--- config.mk ---
export PLATFORM = sky130hd
export DESIGN_NAME = pan_tilt_target_search_sequencer_top
export DESIGN_NICKNAME = d
export VERILOG_FILES = /design/src/rtl/core/ptts_pkg.sv /design/src/rtl/core/pan_tilt_target_search_sequencer_top.sv /design/src/rtl/core/ptts_seq.sv /design/src/rtl/core/ptts_math.sv
export VERILOG_INCLUDE_DIRS = /design/src /design/src/rtl/core
export SDC_FILE = /design/constraint.sdc
export NUM_CORES = 2
export LEC_CHECK = 0
export BUFFER_PORTS_ARGS = -buffer_cell sky130_fd_sc_hd__buf_2
export CAP_MARGIN = 40
export CELL_PAD_IN_SITES_DETAIL_PLACEMENT = 1
export CELL_PAD_IN_SITES_GLOBAL_PLACEMENT = 1
export CORE_AREA = 2 2 308 310
export CTS_BUF_LIST = sky130_fd_sc_hd__clkbuf_16
export DETAILED_ROUTE_END_ITERATION = 10
export DIE_AREA = 0 0 310 312
export PLACE_DENSITY_LB_ADDON = 0.25
export SKIP_LAST_GASP = 1
export SLEW_MARGIN = 20
export SYNTH_ARGS = -nofsm -noshare
export SYNTH_HDL_FRONTEND = slang
export SYNTH_HIERARCHICAL = 1
export SYNTH_SLANG_ARGS = --single-unit
--- constraint.sdc ---
create_clock -name clock -period 11.3 [get_ports clock]
set_input_delay 1.13 -clock clock [delete_from_list [all_inputs] [get_ports clock]]
set_output_delay 1.13 -clock clock [all_outputs]
set_load 0.005 [all_outputs]
--- src/rtl/core/pan_tilt_target_search_sequencer_top_assert.svh ---
// ----------------------------------------------------------------------------
// Pan/tilt search sequencer assertion macros
// Shared wrappers for the concurrent checks at the end of the top level.
// ----------------------------------------------------------------------------
`ifndef PAN_TILT_TARGET_SEARCH_SEQUENCER_TOP_ASSERT_SVH
`define PAN_TILT_TARGET_SEARCH_SEQUENCER_TOP_ASSERT_SVH

// Same-cycle implication, skipped while reset is high
`define PTTS_ASSERT_IMP(label, clk, rst, ante, cons, msg) \
   label: assert property (@(posedge clk) disable iff (rst) (ante) |-> (cons)) \
      else $error(msg);

// Next-cycle implication, skipped while reset is high
`define PTTS_ASSERT_NXT(label, clk, rst, ante, cons, msg) \
   label: assert property (@(posedge clk) disable iff (rst) (ante) |=> (cons)) \
      else $error(msg);

`endif

--- src/rtl/core/ptts_pkg.sv ---
// ----------------------------------------------------------------------------
// Pan/tilt search sequencer package
// Codes, configuration record and control record shared by the core modules.
// ----------------------------------------------------------------------------
package ptts_pkg;

   // Field widths
   localparam int FovWidth    = 16;
   localparam int PanBndWidth = 17;
   localparam int TiltWidth   = 16;
   localparam int OffsetWidth = 16;
   localparam int AngleWidth  = 18;
   localparam int KindWidth   = 2;
   localparam int SelWidth    = 3;
   localparam int PhaseWidth  = 2;
   localparam int CsrIdxWidth = 3;
   localparam int CsrDatWidth = 17;

   // Command kinds
   localparam logic [KindWidth-1:0] KIND_NONE = 2'd0;
   localparam logic [KindWidth-1:0] KIND_REL  = 2'd1;
   localparam logic [KindWidth-1:0] KIND_ABS  = 2'd2;

   // Angle source selects
   localparam logic [SelWidth-1:0] SEL_ZERO = 3'd0;
   localparam logic [SelWidth-1:0] SEL_REL  = 3'd1;
   localparam logic [SelWidth-1:0] SEL_ABS  = 3'd2;
   localparam logic [SelWidth-1:0] SEL_MIN  = 3'd3;
   localparam logic [SelWidth-1:0] SEL_MAX  = 3'd4;

   // Search phases
   localparam logic [PhaseWidth-1:0] PH_IDLE  = 2'd0;
   localparam logic [PhaseWidth-1:0] PH_CHECK = 2'd1;
   localparam logic [PhaseWidth-1:0] PH_SWEEP = 2'd2;

   // Register indexes
   localparam logic [CsrIdxWidth-1:0] REG_HFOV      = 3'd0;
   localparam logic [CsrIdxWidth-1:0] REG_VFOV      = 3'd1;
   localparam logic [CsrIdxWidth-1:0] REG_PAN_MIN   = 3'd2;
   localparam logic [CsrIdxWidth-1:0] REG_PAN_MAX   = 3'd3;
   localparam logic [CsrIdxWidth-1:0] REG_HOME_TILT = 3'd4;

   // Register reset values
   localparam logic [FovWidth-1:0]    HFOV_RESET      = 16'd11469;
   localparam logic [FovWidth-1:0]    VFOV_RESET      = 16'd8858;
   localparam logic [PanBndWidth-1:0] PAN_MIN_RESET   = 17'd0;
   localparam logic [PanBndWidth-1:0] PAN_MAX_RESET   = 17'd91904;
   localparam logic [TiltWidth-1:0]   HOME_TILT_RESET = 16'd0;

   typedef struct packed {
      logic [FovWidth-1:0]    hfov;
      logic [FovWidth-1:0]    vfov;
      logic [PanBndWidth-1:0] pan_min;
      logic [PanBndWidth-1:0] pan_max;
      logic [TiltWidth-1:0]   home_tilt;
   } cfg_type;

   typedef struct packed {
      logic [KindWidth-1:0] kind;
      logic [SelWidth-1:0]  sel;
   } ctl_type;

endpackage

--- src/rtl/core/pan_tilt_target_search_sequencer_top.sv ---
// Path: an accepted word goes from the input register to the result register,
//   and waits in the input register while the result register stays blocked.
// Throughput: one word per cycle while rsp_tready is high; the input register
//   and result register part the two sides, one multiplier per axis between them.
// Reset: synchronous, active high; registers return to their defaults,
//   the search ends and no offset is stored.
// ----------------------------------------------------------------------------
// Pan/tilt target search sequencer top level
// Stream in vision reports, stream out pan/tilt commands, plus a write port.
// ----------------------------------------------------------------------------
module pan_tilt_target_search_sequencer_top (
   input  logic                                  clock,
   input  logic                                  reset,
   // Report words
   input  logic                                  req_tvalid,
   output logic                                  req_tready,
   // [0] target_found, [1] move_wanted, [17:2] offset_x, [33:18] offset_y,
   // [34] motor_arrived, [39:35] zero
   input  logic [39:0]                           req_tdata,
   // Command words
   output logic                                  rsp_tvalid,
   input  logic                                  rsp_tready,
   // [17:0] pan_angle, [35:18] tilt_angle, [39:36] zero
   output logic [39:0]                           rsp_tdata,
   // [1:0] command_kind
   output logic [ptts_pkg::KindWidth-1:0]        rsp_tuser,
   // Register writes
   input  logic                                  csr_we,
   input  logic [ptts_pkg::CsrIdxWidth-1:0]      csr_index,
   input  logic [ptts_pkg::CsrDatWidth-1:0]      csr_wdata
);

   ptts_pkg::cfg_type cfg_ff;
   ptts_pkg::ctl_type ctl;

   logic                                    in_valid_ff;
   logic                                    in_found_ff, in_want_ff, in_arrived_ff;
   logic signed [ptts_pkg::OffsetWidth-1:0] in_x_ff, in_y_ff;
   logic signed [ptts_pkg::OffsetWidth-1:0] last_x, last_y;
   logic signed [ptts_pkg::AngleWidth-1:0]  pan, tilt;
   logic                                    out_valid_ff;
   logic [ptts_pkg::KindWidth-1:0]          out_kind_ff;
   logic signed [ptts_pkg::AngleWidth-1:0]  out_pan_ff, out_tilt_ff;
   logic                                    fire;

   // Move a word to the result register when it is free or draining
   assign fire       = in_valid_ff && (!out_valid_ff || rsp_tready);
   assign req_tready = !in_valid_ff || fire;

   // Write configuration registers
   always_ff @(posedge clock) begin
      if (reset) begin
         cfg_ff.hfov      <= ptts_pkg::HFOV_RESET;
         cfg_ff.vfov      <= ptts_pkg::VFOV_RESET;
         cfg_ff.pan_min   <= ptts_pkg::PAN_MIN_RESET;
         cfg_ff.pan_max   <= ptts_pkg::PAN_MAX_RESET;
         cfg_ff.home_tilt <= ptts_pkg::HOME_TILT_RESET;
      end else if (csr_we) begin
         unique case (csr_index)
            ptts_pkg::REG_HFOV:
               cfg_ff.hfov <= csr_wdata[ptts_pkg::FovWidth-1:0];
            ptts_pkg::REG_VFOV:
               cfg_ff.vfov <= csr_wdata[ptts_pkg::FovWidth-1:0];
            ptts_pkg::REG_PAN_MIN:
               cfg_ff.pan_min <= csr_wdata[ptts_pkg::PanBndWidth-1:0];
            ptts_pkg::REG_PAN_MAX:
               cfg_ff.pan_max <= csr_wdata[ptts_pkg::PanBndWidth-1:0];
            ptts_pkg::REG_HOME_TILT:
               cfg_ff.home_tilt <= csr_wdata[ptts_pkg::TiltWidth-1:0];
            default: ;
         endcase
      end
   end

   // Hold the accepted report word
   always_ff @(posedge clock) begin
      if (reset) begin
         in_valid_ff <= 1'b0;
      end else if (req_tready) begin
         in_valid_ff <= req_tvalid;
      end
   end

   always_ff @(posedge clock) begin
      if (req_tvalid && req_tready) begin
         in_found_ff   <= req_tdata[0];
         in_want_ff    <= req_tdata[1];
         in_x_ff       <= $signed(req_tdata[17:2]);
         in_y_ff       <= $signed(req_tdata[33:18]);
         in_arrived_ff <= req_tdata[34];
      end
   end

   ptts_seq u_seq (
      .clock    (clock),
      .reset    (reset),
      .fire     (fire),
      .found    (in_found_ff),
      .want     (in_want_ff),
      .arrived  (in_arrived_ff),
      .offset_x (in_x_ff),
      .offset_y (in_y_ff),
      .ctl      (ctl),
      .last_x   (last_x),
      .last_y   (last_y)
   );

   ptts_math u_math (
      .ctl      (ctl),
      .cfg      (cfg_ff),
      .offset_x (in_x_ff),
      .offset_y (in_y_ff),
      .last_x   (last_x),
      .last_y   (last_y),
      .pan      (pan),
      .tilt     (tilt)
   );

   // Hold the command word until taken
   always_ff @(posedge clock) begin
      if (reset) begin
         out_valid_ff <= 1'b0;
      end else if (fire) begin
         out_valid_ff <= 1'b1;
      end else if (rsp_tready) begin
         out_valid_ff <= 1'b0;
      end
   end

   always_ff @(posedge clock) begin
      if (fire) begin
         out_kind_ff <= ctl.kind;
         out_pan_ff  <= pan;
         out_tilt_ff <= tilt;
      end
   end

   assign rsp_tvalid = out_valid_ff;
   assign rsp_tuser  = out_kind_ff;
   assign rsp_tdata  = {4'b0, out_tilt_ff, out_pan_ff};

`include "pan_tilt_target_search_sequencer_top_assert.svh"

   // A command of no kind carries zero angles
   `PTTS_ASSERT_IMP(a_none_zero, clock, reset, rsp_tvalid && (rsp_tuser == ptts_pkg::KIND_NONE), rsp_tdata == 40'd0, "no-command word with nonzero angles")

   // A found target always yields a relative move
   `PTTS_ASSERT_NXT(a_found_rel, clock, reset, fire && in_found_ff, rsp_tvalid && (rsp_tuser == ptts_pkg::KIND_REL), "found target did not give a relative move")

   // A blocked report word stays in the input register unchanged
   `PTTS_ASSERT_NXT(a_in_hold, clock, reset, in_valid_ff && !fire, in_valid_ff && $stable(in_x_ff) && $stable(in_y_ff), "report word lost while blocked")

endmodule

--- src/rtl/core/ptts_seq.sv ---
// ----------------------------------------------------------------------------
// Pan/tilt search sequencer state
// Holds the search phase and last seen offset, picks the command per word.
// ----------------------------------------------------------------------------
module ptts_seq (
   input  logic                                  clock,
   input  logic                                  reset,
   input  logic                                  fire,
   input  logic                                  found,
   input  logic                                  want,
   input  logic                                  arrived,
   input  logic signed [ptts_pkg::OffsetWidth-1:0] offset_x,
   input  logic signed [ptts_pkg::OffsetWidth-1:0] offset_y,
   output ptts_pkg::ctl_type                     ctl,
   output logic signed [ptts_pkg::OffsetWidth-1:0] last_x,
   output logic signed [ptts_pkg::OffsetWidth-1:0] last_y
);

   logic [ptts_pkg::PhaseWidth-1:0]         phase_ff, phase_in;
   logic                                    valid_ff, valid_in;
   logic                                    to_min_ff, to_min_in;
   logic signed [ptts_pkg::OffsetWidth-1:0] last_x_ff, last_x_in;
   logic signed [ptts_pkg::OffsetWidth-1:0] last_y_ff, last_y_in;

   // Decide the command and next state for the word in the input register
   always_comb begin
      phase_in  = phase_ff;
      valid_in  = valid_ff;
      to_min_in = to_min_ff;
      last_x_in = last_x_ff;
      last_y_in = last_y_ff;
      ctl.kind  = ptts_pkg::KIND_NONE;
      ctl.sel   = ptts_pkg::SEL_ZERO;
      if (found) begin
         last_x_in = offset_x;
         last_y_in = offset_y;
         valid_in  = 1'b1;
         phase_in  = ptts_pkg::PH_IDLE;
         ctl.kind  = ptts_pkg::KIND_REL;
         ctl.sel   = want ? ptts_pkg::SEL_REL : ptts_pkg::SEL_ZERO;
      end else begin
         unique case (phase_ff)
            ptts_pkg::PH_CHECK: begin
               if (arrived) begin
                  phase_in  = ptts_pkg::PH_SWEEP;
                  to_min_in = 1'b1;
                  ctl.kind  = ptts_pkg::KIND_ABS;
                  ctl.sel   = ptts_pkg::SEL_MIN;
               end
            end
            ptts_pkg::PH_SWEEP: begin
               if (arrived) begin
                  to_min_in = !to_min_ff;
                  ctl.kind  = ptts_pkg::KIND_ABS;
                  ctl.sel   = to_min_ff ? ptts_pkg::SEL_MAX : ptts_pkg::SEL_MIN;
               end
            end
            default: begin
               // Not searching (unused code behaves the same): start a search
               ctl.kind = ptts_pkg::KIND_ABS;
               if (valid_ff) begin
                  phase_in = ptts_pkg::PH_CHECK;
                  valid_in = 1'b0;
                  ctl.sel  = ptts_pkg::SEL_ABS;
               end else begin
                  phase_in  = ptts_pkg::PH_SWEEP;
                  to_min_in = 1'b1;
                  ctl.sel   = ptts_pkg::SEL_MIN;
               end
            end
         endcase
      end
   end

   // Advance state only when a word moves to the result register
   always_ff @(posedge clock) begin
      if (reset) begin
         phase_ff  <= ptts_pkg::PH_IDLE;
         valid_ff  <= 1'b0;
         to_min_ff <= 1'b0;
         last_x_ff <= '0;
         last_y_ff <= '0;
      end else if (fire) begin
         phase_ff  <= phase_in;
         valid_ff  <= valid_in;
         to_min_ff <= to_min_in;
         last_x_ff <= last_x_in;
         last_y_ff <= last_y_in;
      end
   end

   assign last_x = last_x_ff;
   assign last_y = last_y_ff;

endmodule

--- src/rtl/core/ptts_math.sv ---
// ----------------------------------------------------------------------------
// Pan/tilt search sequencer angle datapath
// Scales offsets by the field of view and selects the commanded angles.
// ----------------------------------------------------------------------------
module ptts_math (
   input  ptts_pkg::ctl_type                      ctl,
   input  ptts_pkg::cfg_type                      cfg,
   input  logic signed [ptts_pkg::OffsetWidth-1:0] offset_x,
   input  logic signed [ptts_pkg::OffsetWidth-1:0] offset_y,
   input  logic signed [ptts_pkg::OffsetWidth-1:0] last_x,
   input  logic signed [ptts_pkg::OffsetWidth-1:0] last_y,
   output logic signed [ptts_pkg::AngleWidth-1:0]  pan,
   output logic signed [ptts_pkg::AngleWidth-1:0]  tilt
);

   localparam int OpW   = ptts_pkg::OffsetWidth + 1;
   localparam int ProdW = 2 * OpW;

   logic              rel;
   logic signed [OpW-1:0]   pan_op, tilt_op, hfov_op, vfov_op;
   logic signed [ProdW-1:0] pan_prod, tilt_prod;

   // Pick operands: new offset for relative moves, stored one otherwise
   assign rel     = (ctl.sel == ptts_pkg::SEL_REL);
   assign pan_op  = rel ? OpW'(offset_x) : OpW'(last_x);
   assign tilt_op = rel ? -OpW'(offset_y) : OpW'(last_y);
   assign hfov_op = $signed({1'b0, cfg.hfov});
   assign vfov_op = $signed({1'b0, cfg.vfov});

   // One multiplier per axis
   assign pan_prod  = pan_op * hfov_op;
   assign tilt_prod = tilt_op * vfov_op;

   // Scale: half field of view for relative moves, full for absolute
   always_comb begin
      unique case (ctl.sel)
         ptts_pkg::SEL_REL: begin
            pan  = pan_prod[ProdW-1 -: ptts_pkg::AngleWidth];
            tilt = tilt_prod[ProdW-1 -: ptts_pkg::AngleWidth];
         end
         ptts_pkg::SEL_ABS: begin
            pan  = pan_prod[ProdW-2 -: ptts_pkg::AngleWidth];
            tilt = tilt_prod[ProdW-2 -: ptts_pkg::AngleWidth];
         end
         ptts_pkg::SEL_MIN: begin
            pan  = $signed(ptts_pkg::AngleWidth'(cfg.pan_min));
            tilt = ptts_pkg::AngleWidth'($signed(cfg.home_tilt));
         end
         ptts_pkg::SEL_MAX: begin
            pan  = $signed(ptts_pkg::AngleWidth'(cfg.pan_max));
            tilt = ptts_pkg::AngleWidth'($signed(cfg.home_tilt));
         end
         default: begin
            pan  = '0;
            tilt = '0;
         end
      endcase
   end

endmodule
==> results.md <==
### Synthesis
- sky130_fd_sc_hd__dfxtp_1 — primary flip-flop cell chosen by synthesis mapping
- 193 — number of synthesized register bits
- 90 — unique cell type count in the Yosys netlist
- 16.0% — post-synthesis sequential area ratio
- sky130_fd_sc_hd__fa_1 37%, sky130_fd_sc_hd__inv_1 8.9%, sky130_fd_sc_hd__dfxtp_1 8.4% — top area cells in the synthesized netlist
- sky130_fd_sc_hd__inv_1 — library cell with the highest instance count after synthesis
- sky130_fd_sc_hd__fa_1 — largest area contributor in the synthesized netlist
- 684 x sky130_fd_sc_hd__inv_1, 538 x sky130_fd_sc_hd__fa_1, 445 x sky130_fd_sc_hd__nand2_1 — top cell types by occurrence after synthesis
- 6 — Warnings, synthesis
- 73 — number of enable flip-flop cells after synthesis
- 9.27 sq um — Avg Cell Area, Syn
- 0% — share of synthesized flip-flops with an asynchronous set or reset
- 3101 — Post-Syn Instances
- 37.5% — area share of the largest cell type after synthesis
- 28800 sq um — Cell Area, Synth

### STA
- 0 ns — Total Neg Setup Slack
- 89.6% — fraction of the cycle the final worst path needs
- 0 — number of hold violations in the final report
- 0.458 ns — tightest hold margin
- 0 — number of max-slew violations in the final report
- 40.4% — normalized max-slew margin
- 0.0987 GHz — Fmax achieved
- false — RSZ-0062 raised after global routing
- 0.894 ns — Worst-Margin Slew
- 10.13 ns — min Tclk post-route
- 0.0161 ns — setup clock skew after layout
- 0 — setup violators final

### Run status
- finished clean — run status

### Die
- 310 microns — overall die width
- 30.9% — effective utilization at floorplan
- 93000 sq um — core outline area
- 109 — number of placed I/O pins
- 312 microns — Vert. Die Dim
- 112 — number of rows created at floorplan
- 96700 sq um — full die area

### Clocking
- 0 — post-CTS repair timing setup buffer count
- sky130_fd_sc_hd__clkbuf_16 — clock root buffer master
- 2 — buffer depth of the longest clock path
- 0 — count of cells resized by post-cts repair
- 0.48 ns — clock latency on the worst-skew pair
- 0.08 ns — clock edge transition at the registers on the reported setup and hold paths
- done — TritonCTS clock tree
- 193 — sink count of the clock tree
- 4 — depth of the CTS H-tree
- 0 — hold-fix buffer count after cts
- 17 — TritonCTS Buffers

### Hold path
- 2 — worst hold path depth
- reg2reg — Hold WC Path Type
- u_seq/last_x[3]$_SDFFE_PP0P_ — hold path start
- u_seq/last_x[3]$_SDFFE_PP0P_ — end of the worst hold path

### Pwr
- 189 nW/um^2 — total power divided by cell area
- 51.0% — fraction of power spent switching nets
- 11.1% — power share of the clock group
- 0.174 mV — Max VDD drop
- 73.4% — combinational power share
- 15.5 nW — cell leakage power
- 0.00306 W — Net Sw Power
- 15.5% — power share of the sequential group
- 0.00294 W — P_int

### Setup path
- sky130_fd_sc_hd__fa_1 — slowest stage cell on the critical path
- 10.39 ns — endpoint arrival time on the critical path
- 0.82 ns — CP peak stage delay
- 29 — maximum net fanout on the critical path
- reg2reg — type of the setup path with the least slack
- 11.56 ns — required time reported for the critical path endpoint
- register — Startpoint Class
- 1.17 ns — flop-to-flop setup slack
- out_pan_ff[13]$_DFFE_PP_ — worst r2r dst
- 31 — logic depth of the worst register-to-register path
- u_seq/phase_ff[0]$_SDFFE_PP0P_ — reg2reg start
- register — Crit. End Element
- sky130_fd_sc_hd__fa_1 — most repeated library cell on the critical path

### Detailed routing
- 20626 — via total after detailed routing
- 0 — Residual DRC
- 5 — first-pass iteration count of the detailed router
- 18.9 microns — drt wl/cell
- 4.65 — via-per-instance ratio
- 83700 microns — routed wire length
- 876 — number of DRC markers after the initial detailed-route iteration
- 0 — Routed Antenna Nets

### Global routing
- met2 — layer carrying the most global-route usage
- 14 — antenna violations before repair
- 29.7% — global routing usage on met2
- 26.0% — M1 GR Usage
- 0 — GRT Residual Overflow
- 134000 microns — first-pass GRT wire length
- 2.52% — global routing met3 resource utilization
- 18.1% — GRT Overall Usage
- 23093 — via count of the first global-routing pass
- 98 — maximum number of pins on one net before global-route repair

### Placement
- 0.794 — gpl congestion
- 68600 microns — DP HPWL
- 31000 sq um — Post-DP Area
- 99 — buffers added on ports

### Run
- 0 — number of max-cap violations

### Cells and area
- 3942 — Nets
- 31700 sq um — cell area after layout
- 8.12% — share of final-layout standard cells stronger than drive strength 1
- 10.4% — area growth from synthesis to final layout

-- through the flow --
stage          utilization [%]  power, W  instances  setup WS, ns
6_report                  34.1   0.00601       4439          1.17
5_1_grt                   34.1   0.00669       4433         0.683
4_1_cts                   34.0   0.00610       4427          1.01
3_5_place_dp              33.3   0.00539       4395          1.11
3_3_place_gp              33.1   0.00533       4380          1.04
2_1_floorplan                -   0.00411       3104          3.18
-- critical path: cells and delay by family, from the launching register on --
kind	cells	cell delay, ns
buffers and inverters	7	1.10
AOI/OAI and AO/OA	6	1.91
and+or+nand+nor	10	2.52
DFF	1	0.39
adders and majority gates	8	3.94
-- cell type report --
cell class              instances  area [sq um]
repair buffers                180          1280
clock inverters                15           195
diodes                          6          15.0
flip-flops and latches        193          4590
clock buffers                  17           425
fillers                     10829         61300
well taps                    1254          1570
multi-input cells            2090         21100
inverters                     684          2570
-- placed cells by master (no fill, tap or decap), drive strengths merged, types with 9 or more instances in the layout --
cell type / instances
buf: 180
inv: 695
nand2b: 91
nor2b: 11
a22oi: 16
nor2: 73
nand2: 445
and2: 274
xor2: 15
fa: 538
edfxtp: 73
nand3: 10
a31oi: 9
a21oi: 80
dfxtp: 120
nor3: 10
mux2i: 99
ha: 173
xnor2: 52
o21ai: 52
clkbuf: 17
-- logic make-up (layout without fill, tap and decap cells) --
kind of cell / Yosys count / in the layout / synth area share [%]
other: 1 / 10 / 0.0130
muxes: 100 / 100 / 3.48
and+or+nand+nor: 965 / 965 / 16.8
adders and majority gates: 716 / 716 / 45.2
AOI/OAI and AO/OA: 238 / 238 / 5.52
DFF: 193 / 193 / 16.0
buffers and inverters: 821 / 896 / 11.0
xor gates and xnor gates: 67 / 67 / 2.04
-- how the worst max path moves through the flow --
| stage | slack [ns] | end | start |
|---|---|---|---|
| global route | 0.68 | out_pan_ff[13]$_DFFE_PP_ | u_seq/phase_ff[1]$_SDFFE_PP0P_ |
| CTS | 1.01 | out_pan_ff[13]$_DFFE_PP_ | u_seq/phase_ff[1]$_SDFFE_PP0P_ |
| finish | 1.17 | out_pan_ff[13]$_DFFE_PP_ | u_seq/phase_ff[0]$_SDFFE_PP0P_ |
| detailed placement | 1.11 | out_pan_ff[13]$_DFFE_PP_ | u_seq/phase_ff[1]$_SDFFE_PP0P_ |
| floorplan | 3.18 | out_tilt_ff[17]$_DFFE_PP_ | u_seq/phase_ff[0]$_SDFFE_PP0P_ |
| global placement | 1.04 | out_tilt_ff[13]$_DFFE_PP_ | u_seq/phase_ff[1]$_SDFFE_PP0P_ |
-- metal layers --
| layer | vias to the layer above | share of wire [%] | wire (microns) |
|---|---|---|---|
| met5 | - | 0.098 | 82 |
| li1 | 9457 | - | - |
| met3 | 59 | 3.9 | 3270 |
| met4 | 12 | 1.1 | 933 |
| met1 | 10793 | 48 | 40200 |
| met2 | 305 | 47 | 39200 |
-- flip-flops by register name, summed over array words and instances, names as in the netlist --
register / flops
in_x_ff: 16
out_tilt_ff: 18
rsp_tuser: 2
u_seq/last_y: 16
rsp_tvalid: 1
in_arrived_ff: 1
u_seq/valid_ff: 1
u_seq/phase_ff: 2
cfg_ff: 82
out_pan_ff: 18
u_seq/last_x: 16
in_want_ff: 1
u_seq/to_min_ff: 1
in_valid_ff: 1
in_y_ff: 16
in_found_ff: 1
-- power by group through the flow --
stage | Combinational, W | Clock [W] | Sequential [W]
floorplan | 0.00320 | 0 | 0.000911
global placement | 0.00438 | 0 | 0.000955
detailed placement | 0.00444 | 0 | 0.000951
CTS | 0.00447 | 0.000689 | 0.000937
global route | 0.00504 | 0.000714 | 0.000939
finish | 0.00441 | 0.000666 | 0.000931
(Power assumes the default switching activity.)
